===== src/sv/pse_pkg.sv =====
// pse_pkg: shared types, codes and defaults for the postfix stack evaluator
// no dependencies; used by the interfaces, the stack cell, the alu and the top level
`default_nettype none

package pse_pkg;

   // fixed widths of the token and result words
   localparam int DATA_W   = 32;
   localparam int OP_W     = 2;
   localparam int CHAR_W   = 8;
   localparam int STATUS_W = 3;

   // parameter defaults
   localparam int STACK_DEPTH_DEF = 64;
   localparam int FRAC_BITS_DEF   = 16;

   // token kinds
   localparam logic [OP_W-1:0] OP_PUSH  = 2'd0;
   localparam logic [OP_W-1:0] OP_APPLY = 2'd1;
   localparam logic [OP_W-1:0] OP_END   = 2'd2;

   // operator characters
   localparam logic [CHAR_W-1:0] CHAR_ADD = 8'h2B;
   localparam logic [CHAR_W-1:0] CHAR_SUB = 8'h2D;
   localparam logic [CHAR_W-1:0] CHAR_MUL = 8'h2A;
   localparam logic [CHAR_W-1:0] CHAR_DIV = 8'h2F;

   // status codes
   localparam logic [STATUS_W-1:0] ST_OK      = 3'd0;
   localparam logic [STATUS_W-1:0] ST_UNDER   = 3'd1;
   localparam logic [STATUS_W-1:0] ST_DIVZERO = 3'd2;
   localparam logic [STATUS_W-1:0] ST_BADOP   = 3'd3;
   localparam logic [STATUS_W-1:0] ST_OVER    = 3'd4;
   localparam logic [STATUS_W-1:0] ST_LEFT    = 3'd5;

   // saturation limits
   localparam logic signed [DATA_W-1:0] SAT_MAX = 32'sh7FFF_FFFF;
   localparam logic signed [DATA_W-1:0] SAT_MIN = 32'sh8000_0000;

   // what a stack cell loads
   typedef enum logic [1:0] {
      CELL_HOLD = 2'd0,
      CELL_PUSH = 2'd1,
      CELL_POP  = 2'd2
   } cell_mode_type;

   // arithmetic operation
   typedef enum logic [1:0] {
      AOP_ADD = 2'd0,
      AOP_SUB = 2'd1,
      AOP_MUL = 2'd2,
      AOP_DIV = 2'd3
   } aop_type;

   // request from the control to the alu
   typedef struct packed {
      logic                     start;
      aop_type                  aop;
      logic signed [DATA_W-1:0] lhs;
      logic signed [DATA_W-1:0] rhs;
   } alu_req_type;

   // answer from the alu
   typedef struct packed {
      logic                     done;
      logic signed [DATA_W-1:0] value;
   } alu_rsp_type;

endpackage

`default_nettype wire


===== src/sv/pse_cell.sv =====
// pse_cell: one entry of the shifting operand stack
// depends on pse_pkg; loads from its upper neighbor on push, its lower one on pop
`default_nettype none

module pse_cell import pse_pkg::*; (
   input  wire                      clock,
   input  cell_mode_type            mode,
   input  wire signed [DATA_W-1:0]  from_prev,
   input  wire signed [DATA_W-1:0]  from_next,
   output logic signed [DATA_W-1:0] value
);

   logic signed [DATA_W-1:0] value_ff;
   logic signed [DATA_W-1:0] value_in;

   // neighbor select
   always_comb begin
      case (mode)
         CELL_PUSH: value_in = from_prev;
         CELL_POP:  value_in = from_next;
         default:   value_in = value_ff;
      endcase
   end

   always_ff @(posedge clock) begin
      value_ff <= value_in;
   end

   assign value = value_ff;

endmodule

`default_nettype wire


===== config.mk =====
export PLATFORM = sky130hd
export DESIGN_NAME = pse_cell
export DESIGN_NICKNAME = d
export VERILOG_FILES = /design/src/sv/pse_pkg.sv /design/src/sv/pse_cell.sv
export SDC_FILE = /design/constraint.sdc
export NUM_CORES = 1
export LEC_CHECK = 0
export ABC_AREA = 1
export BUFFER_PORTS_ARGS = -buffer_cell sky130_fd_sc_hd__buf_4
export CAP_MARGIN = 20
export CELL_PAD_IN_SITES_DETAIL_PLACEMENT = 1
export CELL_PAD_IN_SITES_GLOBAL_PLACEMENT = 2
export CORE_MARGIN = 4
export CORE_UTILIZATION = 22
export DETAILED_ROUTE_END_ITERATION = 10
export PLACE_DENSITY = 0.89
export RECOVER_POWER = 25
export SLEW_MARGIN = 20
export SYNTH_ARGS = -nofsm -noshare
export SYNTH_HDL_FRONTEND = slang
export SYNTH_SLANG_ARGS = --single-unit

===== constraint.sdc =====
create_clock -name clock -period 2.2 [get_ports clock]
set_clock_uncertainty 0.1 [all_clocks]
set_input_delay 0.33 -clock clock [delete_from_list [all_inputs] [get_ports clock]]
set_output_delay 0.33 -clock clock [all_outputs]
set_load 0.01 [all_outputs]

==> run metrics <==
# DRC=0; Max Clock Freq=about 0.64 GHz; CP Launch Type=input pin; Avg Cell Area, Syn=~11 µm²; Lkg Pwr=~1.2 nW; layout cells sized above 1=48.8%; Worst Path Arrival=between 1.5 and 2 ns; drt total wl=4230 µm; Min-Delay Path Class=input pin to register; full die area=between 8000 and 9000 µm²; Post-Syn Area=1470 µm²; via count=~1300; filler cell count=~750; n_diodes=0; Max Cap Violations=0; vias in the first global route=~1400; final core utilization=between 30% and 40%; critical path class=input pin to register; cell area after layout=about 2300 µm²; clk sink count=32; Max IR drop VDD=0.217 mV; worst-path fanout max=17; Sequential Area=slightly below 1000 µm²; Pwr Total=roughly 1.7 mW; outcome=completed; Worst Setup End Kind=register; Tcrit/Tclk final=a little under three quarters; Setup TNS=0 ns; Net Count, Synth=just over 200; vias per inst=approximately 4.0; Hold Crit Start=from_prev[10]; Gate Count Post-Synth=between 100 and 150; Most common cell on crit path=nand2_1; Wirelength per Cell=between 10 and 15 µm; CTS max path bufs=2; Final setup viols=0; critical path's slowest cell=clkbuf_1; Core Area=6420 µm²; H-tree depth=2; root buffer cell=clkbuf_8; Slew HR=a little over 50%; Initial Utilization=a little under a quarter; Detailed Routing Iterations Pass 1=3; number of I/O pins=99; number of setup buffers added after CTS=0; post-CTS sizing=0; Crit path required time=roughly 2.3 ns; Detail Placement HPWL=about 3400 µm; power density cells=roughly 740 nW/µm²; Die Width=about 90 µm; hold endpoint=value[10]; crit path cell chain=clkbuf_4 > inv_1 > ha_1 > clkbuf_1 > nand2_1 > nand2_1; delay-heaviest family, CP=buffers and inverters; Area Growth Syn to Fin=58.9%; dpl cells=approximately 310; Final Hold Vio Count=0; Slew @ Worst Pin=0.742 ns; pin count of the biggest net entering global routing=33; RSZ-0062 raised after global routing=false; # port buffers=98; Tmin final=1.56 ns; Synth Warn #=0; Worst-path clk slew=0.07 ns; max FFs per register=32; number of CTS-inserted buffers=5; Tot GR Track Use=about a tenth; gr ovfl total=0; Nets=slightly above 300; global-route wire length before repair=6780 µm; number of synthesized register bits=32; area occupied by multi-input gates=just under 400 µm²; hold depth=3; GPL Wtd Cong=0.679; post-synth cell types=9; fin cells=around 320; max-slew violations=0; Antenna Violating Nets Remaining=0; post-synthesis sequential area ratio=65.3%; most common cell after layout, fill and taps aside=buf_4; DP Area=2240 µm²; Die Y-Extent=roughly 90 µm; hold bufs inserted after CTS=0; CTS tree=built; row count=29; Bufs and invs on worst path=3; antenna violations before repair=0; most frequent cells in the layout=buf_4, nand2_1, edfxtp_1; Crit path largest cell delay=0.60 ns; drt initial violations=53
==> power breakdown <==
group | switching (mW) | internal (mW) | total (mW)
Clock | 0.215 | 0.336 | 0.551
Combinational | 0.170 | 0.203 | 0.373
Sequential | 0.0265 | 0.778 | 0.804
Total | 0.412 | 1.32 | 1.73
==> layer usage <==
| metal | global-route usage, % | part of all wire [%] | wire length [µm] |
|---|---|---|---|
| met1 | 11.5 | 38 | 1610 |
| met2 | 18.4 | 51 | 2180 |
| met3 | 4.92 | 10 | 439 |
| met4 | 2.30 | 0.26 | 11 |
| met5 | 0 | 0 | 0 |
==> worst min-delay path: stages <==
cell	delay [ns]
buf_4	0.08
nand2_1	0.04
nand2_1	0.05
==> kinds of logic after synthesis <==
| logic type | Yosys count | synth area share, % |
|---|---|---|
| fa+ha+maj | 1 | 0.849 |
| simple gates | 96 | 26.2 |
| buf+inv | 10 | 7.73 |
| flops | 32 | 65.3 |
==> per-stage QoR <==
stage | worst slack [ns] | hold WS, ns
2_1_floorplan | 0.445 | 0.403
3_3_place_gp | 0.737 | 0.495
3_5_place_dp | 0.708 | 0.499
4_1_cts | 0.925 | 0.203
5_1_grt | 0.492 | 0.210
6_report | 0.637 | 0.214
==> layout make-up <==
class,count,area share (%)
Tap cell,77,4.12
Inverter,3,0.802
Timing Repair Buffer,102,32.4
Multi-Input combinational cell,97,17.0
Clock inverter,2,1.50
Sequential cell,32,41.1
Clock buffer,6,3.10
==> Yosys cell counts <==
cell      number  area [µm²]
buf_12         1        20.0
buf_6          3        33.8
clkbuf_8       3        41.3
edfxtp_1      32         961
ha_1           1        12.5
inv_1          2        7.51
inv_8          1        11.3
nand2_1       86         323
nand2_2       10        62.6
==> how the worst max path moves through the flow <==
| stage | cells past startpoint | from | end |
|---|---|---|---|
| 4_1_cts | 1 | value[30] | value[30] |
| 2_1_floorplan | 3 | mode[0] | value[0] |
| 3_3_place_gp | 6 | mode[0] | value[10] |
| 3_5_place_dp | 5 | mode[0] | value[10] |
| 5_1_grt | 6 | mode[0] | value[26] |
| 6_report | 6 | mode[0] | value[27] |
Power figures use the tool's default switching activity.
