## src/sv/pse_pkg.sv

```systemverilog
// pse_pkg: shared types, codes and defaults for the postfix stack evaluator
// no dependencies; used by the interfaces, the stack cell, the alu and the top level
`default_nettype none

package pse_pkg;

   // fixed widths of the token and result words
   localparam int DATA_W   = 32;
   localparam int OP_W     = 2;
   localparam int CHAR_W   = 8;
   localparam int STATUS_W = 3;

   // parameter defaults
   localparam int STACK_DEPTH_DEF = 64;
   localparam int FRAC_BITS_DEF   = 16;

   // token kinds
   localparam logic [OP_W-1:0] OP_PUSH  = 2'd0;
   localparam logic [OP_W-1:0] OP_APPLY = 2'd1;
   localparam logic [OP_W-1:0] OP_END   = 2'd2;

   // operator characters
   localparam logic [CHAR_W-1:0] CHAR_ADD = 8'h2B;
   localparam logic [CHAR_W-1:0] CHAR_SUB = 8'h2D;
   localparam logic [CHAR_W-1:0] CHAR_MUL = 8'h2A;
   localparam logic [CHAR_W-1:0] CHAR_DIV = 8'h2F;

   // status codes
   localparam logic [STATUS_W-1:0] ST_OK      = 3'd0;
   localparam logic [STATUS_W-1:0] ST_UNDER   = 3'd1;
   localparam logic [STATUS_W-1:0] ST_DIVZERO = 3'd2;
   localparam logic [STATUS_W-1:0] ST_BADOP   = 3'd3;
   localparam logic [STATUS_W-1:0] ST_OVER    = 3'd4;
   localparam logic [STATUS_W-1:0] ST_LEFT    = 3'd5;

   // saturation limits
   localparam logic signed [DATA_W-1:0] SAT_MAX = 32'sh7FFF_FFFF;
   localparam logic signed [DATA_W-1:0] SAT_MIN = 32'sh8000_0000;

   // what a stack cell loads
   typedef enum logic [1:0] {
      CELL_HOLD = 2'd0,
      CELL_PUSH = 2'd1,
      CELL_POP  = 2'd2
   } cell_mode_type;

   // arithmetic operation
   typedef enum logic [1:0] {
      AOP_ADD = 2'd0,
      AOP_SUB = 2'd1,
      AOP_MUL = 2'd2,
      AOP_DIV = 2'd3
   } aop_type;

   // request from the control to the alu
   typedef struct packed {
      logic                     start;
      aop_type                  aop;
      logic signed [DATA_W-1:0] lhs;
      logic signed [DATA_W-1:0] rhs;
   } alu_req_type;

   // answer from the alu
   typedef struct packed {
      logic                     done;
      logic signed [DATA_W-1:0] value;
   } alu_rsp_type;

endpackage

`default_nettype wire

```

## src/sv/pse_alu.sv

```systemverilog
// pse_alu: saturating fixed point add, subtract, multiply and iterative divide
// depends on pse_pkg; divide runs one quotient bit per cycle
`default_nettype none

module pse_alu import pse_pkg::*; #(
   parameter int FRAC_BITS = FRAC_BITS_DEF
) (
   input  wire         clock,
   input  wire         reset,
   input  alu_req_type req,
   output alu_rsp_type rsp
);

   localparam int DW  = DATA_W + FRAC_BITS;
   localparam int CNT_W = $clog2(DW + 1);

   typedef enum logic [3:0] {
      A_IDLE = 4'b0001,
      A_MUL  = 4'b0010,
      A_DIV  = 4'b0100,
      A_FIN  = 4'b1000
   } alu_state_type;

   alu_state_type            state_ff, state_in;
   aop_type                  aop_ff, aop_in;
   logic                     done_ff, done_in;
   logic signed [DATA_W-1:0] result_ff, result_in;
   logic signed [2*DATA_W-1:0] prod_ff, prod_in;
   logic [DW-1:0]            quo_ff, quo_in;
   logic [DATA_W:0]          rem_ff, rem_in;
   logic [DATA_W-1:0]        dvs_ff, dvs_in;
   logic                     neg_ff, neg_in;
   logic [CNT_W-1:0]         cnt_ff, cnt_in;

   logic signed [DATA_W:0]     sum;
   logic signed [2*DATA_W-1:0] shifted;
   logic [DATA_W-1:0]          lhs_mag;
   logic [DATA_W-1:0]          rhs_mag;
   logic [DATA_W:0]            rem_sh;
   logic [DW-1:0]              lim_pos;

   assign lim_pos = DW'(SAT_MAX);

   always_comb begin
      state_in  = state_ff;
      aop_in    = aop_ff;
      done_in   = 1'b0;
      result_in = result_ff;
      prod_in   = prod_ff;
      quo_in    = quo_ff;
      rem_in    = rem_ff;
      dvs_in    = dvs_ff;
      neg_in    = neg_ff;
      cnt_in    = cnt_ff;

      // add or subtract with 33-bit result
      if (req.aop == AOP_SUB) begin
         sum = {req.lhs[DATA_W-1], req.lhs} - {req.rhs[DATA_W-1], req.rhs};
      end else begin
         sum = {req.lhs[DATA_W-1], req.lhs} + {req.rhs[DATA_W-1], req.rhs};
      end
      lhs_mag = req.lhs[DATA_W-1] ? DATA_W'(-req.lhs) : DATA_W'(req.lhs);
      rhs_mag = req.rhs[DATA_W-1] ? DATA_W'(-req.rhs) : DATA_W'(req.rhs);

      // restoring divide step
      rem_sh = {rem_ff[DATA_W-1:0], quo_ff[DW-1]};

      // product scaled back, floor by arithmetic shift
      shifted = prod_ff >>> FRAC_BITS;

      case (state_ff)
         A_IDLE: begin
            if (req.start) begin
               aop_in = req.aop;
               case (req.aop)
                  AOP_MUL: begin
                     prod_in  = req.lhs * req.rhs;
                     state_in = A_MUL;
                  end
                  AOP_DIV: begin
                     quo_in   = DW'(lhs_mag) << FRAC_BITS;
                     rem_in   = '0;
                     dvs_in   = rhs_mag;
                     neg_in   = req.lhs[DATA_W-1] ^ req.rhs[DATA_W-1];
                     cnt_in   = CNT_W'(DW);
                     state_in = A_DIV;
                  end
                  default: begin
                     // saturate on sign disagreement of the two top bits
                     if (sum[DATA_W] != sum[DATA_W-1]) begin
                        result_in = sum[DATA_W] ? SAT_MIN : SAT_MAX;
                     end else begin
                        result_in = sum[DATA_W-1:0];
                     end
                     done_in = 1'b1;
                  end
               endcase
            end
         end
         A_MUL: begin
            state_in = A_FIN;
         end
         A_DIV: begin
            if (rem_sh >= {1'b0, dvs_ff}) begin
               rem_in = rem_sh - {1'b0, dvs_ff};
               quo_in = {quo_ff[DW-2:0], 1'b1};
            end else begin
               rem_in = rem_sh;
               quo_in = {quo_ff[DW-2:0], 1'b0};
            end
            cnt_in = cnt_ff - CNT_W'(1);
            if (cnt_ff == CNT_W'(1)) begin
               state_in = A_FIN;
            end
         end
         A_FIN: begin
            if (aop_ff == AOP_MUL) begin
               if (shifted > 64'(SAT_MAX)) begin
                  result_in = SAT_MAX;
               end else if (shifted < 64'(SAT_MIN)) begin
                  result_in = SAT_MIN;
               end else begin
                  result_in = shifted[DATA_W-1:0];
               end
            end else if (neg_ff) begin
               if (quo_ff > lim_pos + DW'(1)) begin
                  result_in = SAT_MIN;
               end else begin
                  result_in = DATA_W'(-quo_ff);
               end
            end else begin
               if (quo_ff > lim_pos) begin
                  result_in = SAT_MAX;
               end else begin
                  result_in = quo_ff[DATA_W-1:0];
               end
            end
            done_in  = 1'b1;
            state_in = A_IDLE;
         end
         default: begin
            state_in = A_IDLE;
         end
      endcase
   end

   always_ff @(posedge clock) begin
      if (reset) begin
         state_ff <= A_IDLE;
         done_ff  <= 1'b0;
      end else begin
         state_ff <= state_in;
         done_ff  <= done_in;
      end
      aop_ff    <= aop_in;
      result_ff <= result_in;
      prod_ff   <= prod_in;
      quo_ff    <= quo_in;
      rem_ff    <= rem_in;
      dvs_ff    <= dvs_in;
      neg_ff    <= neg_in;
      cnt_ff    <= cnt_in;
   end

   assign rsp.done  = done_ff;
   assign rsp.value = result_ff;

endmodule

`default_nettype wire

```

## config.mk

```make
export PLATFORM = sky130hd
export DESIGN_NAME = pse_alu
export DESIGN_NICKNAME = d
export VERILOG_FILES = /design/src/sv/pse_pkg.sv /design/src/sv/pse_alu.sv
export SDC_FILE = /design/constraint.sdc
export NUM_CORES = 2
export LEC_CHECK = 0
export BUFFER_PORTS_ARGS = -buffer_cell sky130_fd_sc_hd__buf_2
export CAP_MARGIN = 20
export CELL_PAD_IN_SITES_DETAIL_PLACEMENT = 0
export CELL_PAD_IN_SITES_GLOBAL_PLACEMENT = 1
export CORE_MARGIN = 1.5
export CORE_UTILIZATION = 56
export DETAILED_ROUTE_END_ITERATION = 10
export PLACE_DENSITY_LB_ADDON = 0.1
export SETUP_SLACK_MARGIN = 0.2
export SYNTH_ARGS = -nofsm -noshare
export SYNTH_HDL_FRONTEND = slang
export SYNTH_SLANG_ARGS = --single-unit
```

## constraint.sdc

```tcl
create_clock -name clock -period 31.1 [get_ports clock]
set_input_delay 6.22 -clock clock [delete_from_list [all_inputs] [get_ports clock]]
set_output_delay 6.22 -clock clock [all_outputs]
set_load 0.02 [all_outputs]
```

==> flow_summary_export.csv <==
group,metric,value,unit
outcome,status,"completed",
yosys,yosysTopAreaCell,"fa_1",
placed_design,dpl.cell_count,6453,
yosys,yosysWarnings,0,
routing,vias,37300,
worst_setup_path,arrival,15210,ps
routing,first_pass_iters,6,
routing,routed_wl,142,mm
worst_setup_path,worstPathRequired,31400,ps
yosys,synth-edff-count,201,
yosys,syn_area,0.0504,sq mm
finish,areaGrowthSynthToFinish,4.59,%
worst_setup_path,crit_top_cell,"fa_1",
floorplan,dieArea,0.0917,sq mm
finish,final_cell_mix,"fa_1, inv_1, nand2_1",
global_routing,grt_pass1_vias,39100,
yosys,async_flop_share,0,%
timing,period_needed,14910,ps
timing,tns,0,ps
worst_setup_path,critical_path_buf_inv_count,7,
floorplan,core_area,0.0888,sq mm
clock_tree,clk_pin_slew,60,ps
timing,rsz0062_at_grt,"false",
timing,tightest_slew,1120,ps
yosys,synth_top_area_share,43.1,%
finish,drive_gt1_share,4.85,%
worst_setup_path,worstSetupPathType,"in2reg",
clock_tree,root_buffer,"clkbuf_16",
flow_run,max-cap-violations,0,
placed_design,numPortBuffers,101,
worst_setup_path,endpoint_kind,"flip-flop",
yosys,ys_seq_area_share,12.2,%
worst_setup_path,crit_family,"adder cells",
clock_tree,ctsHoldBuffers,0,
timing,period_share,48.0,%
global_routing,grt_first_pass_wirelength,225,mm
yosys,yosys.cell_types.count,81,
worst_hold_path,hp-class,"reg2reg",
finish,multi_input_area,0.0390,sq mm
clock_tree,post_cts_buffers,0,
timing,drv_slew,0,
global_routing,grt_usage,32.3,%
timing,relSlewSlack,25.4,%
finish,final_common_cell,"fa_1",
worst_setup_path,critPathMaxFanout,33,
yosys,syn-num-nets,6834,
placed_design,gp_congestion,0.948,
routing,drc_errors,0,
yosys,synth-seq-cells,206,
clock_tree,cts_buffers,26,
placed_design,place_area,0.0517,sq mm
clock_tree,clock_latency,570,ps
timing,hold_viol,0,
floorplan,dieWidth,303,um
yosys,ys.flop_type,"edfxtp_1",
clock_tree,ctsResizeCount,0,
worst_setup_path,slowest_stage,"clkinv_1",
finish,nFillCells,7963,
clock_tree,cts.htree.levels,1,
finish,ff_latch_area,0.00614,sq mm
global_routing,grt-ovfl-total,0,
finish,nets,6718,
routing,first_iter_violations,2786,
routing,drtAntennaViolNets,0,
worst_setup_path,crit_path_start_kind,"input port",
routing,viasPerCell,5.74,
global_routing,antenna_found_initial,5,
timing,setup_viol,0,
yosys,ys_top_cells_by_area,"fa_1, edfxtp_1, inv_1",
finish,instances_no_fill,6504,
finish,finalInstanceArea,0.0527,sq mm
clock_tree,clkSinkCount,206,
routing,avgRoutedWirePerCell,21.8,um
clock_tree,clk_path_buf_depth,3,
timing,clock_skew,27.9,ps
timing,clock.fmax,67.1,MHz
worst_setup_path,slowest_delay,650,ps
floorplan,start_util,56.7,%
yosys,synthesis.instances,5432,
floorplan,die_y,303,um
clock_tree,cts_tree,"built",
floorplan,io_pins,102,
placed_design,post-dp-hpwl,108,mm
yosys,postSynthAreaPerCell,9.27,sq um
global_routing,grt_max_degree,93,
floorplan,rows,109,
metal layers:
metal  GRT usage (%)  wire length (um)
met1            46.2             61200
met2            53.1             66900
met3            3.82             10500
met4            7.04              3220
met5               0                15
worst register-to-register path, stage by stage, from the launching register on:
cell      delay (ps)
edfxtp_1         480
inv_1            120
ha_1             200
or3b_2           490
nor4b_1          600
nand4_1          200
a21o_1           220
buf_4            240
nor2_1           430
buf_4            320
a221oi_1         100
or3_1            440
o211ai_1         230
synth_stat cells, drive strengths merged, types with 47 or more instances:
| master | number |
|---|---|
| a21o | 47 |
| a21oi | 183 |
| and2 | 529 |
| clkbuf | 292 |
| edfxtp | 201 |
| fa | 1083 |
| ha | 250 |
| inv | 1067 |
| nand2 | 682 |
| nor2 | 165 |
| o21ai | 155 |
| xnor2 | 114 |
| xor2 | 86 |
kinds of logic (layout without fill, tap and decap cells):
| family | count (synthesis) | count (layout) | synth area share (%) |
|---|---|---|---|
| AND/OR/NAND/NOR | 1656 | 1656 | 16.4 |
| multiplexers | 20 | 20 | 0.398 |
| flip-flops | 206 | 206 | 12.2 |
| other | 0 | 4 | 0 |
| adder cells (fa/ha/maj) | 1333 | 1333 | 49.3 |
| AO/OA/AOI/OAI | 623 | 623 | 7.78 |
| buffers and inverters | 1394 | 1297 | 10.4 |
| XOR/XNOR | 200 | 200 | 3.52 |
worst paths after layout:
check / start / cells past startpoint / endpoint / slack [ps]
max: req[63] / 26 / prod_ff[54] / 16190
min: quo_ff[41] / 2 / quo_ff[42] / 560
max reg2reg: quo_ff[0] / 12 / result_ff[19] / 26830
min reg2reg: quo_ff[41] / 2 / quo_ff[42] / 560
per-stage QoR:
step | utilization [%] | setup WS, ps | hold WS [ps]
2_1_floorplan | - | 16920 | 515
3_3_place_gp | 58.3 | 15630 | 545
3_5_place_dp | 58.3 | 15820 | 549
4_1_cts | 59.3 | 16380 | 563
5_1_grt | 59.3 | 15880 | 585
6_report | 59.3 | 16190 | 562
state kept, by name (all words and copies together), names as in the netlist:
register   cells
cnt_ff         6
rem_ff        32
neg_ff         1
dvs_ff        32
state_ff       4
prod_ff       48
done_ff        1
result_ff     32
aop_ff         2
quo_ff        48
final cells by class:
| class | instances | share of cell area [%] |
|---|---|---|
| clock inverter | 15 | 0.463 |
| timing repair buffer | 181 | 2.10 |
| tap | 1165 | 2.77 |
| multi-input combinational | 3832 | 74.1 |
| clock buffer | 32 | 1.30 |
| sequential | 206 | 11.6 |
| inverter | 1069 | 7.62 |
| antenna | 4 | 0.0190 |
Power is not shown: default switching activity piles up to over one toggle a cycle in this logic, so the estimate is an artifact.
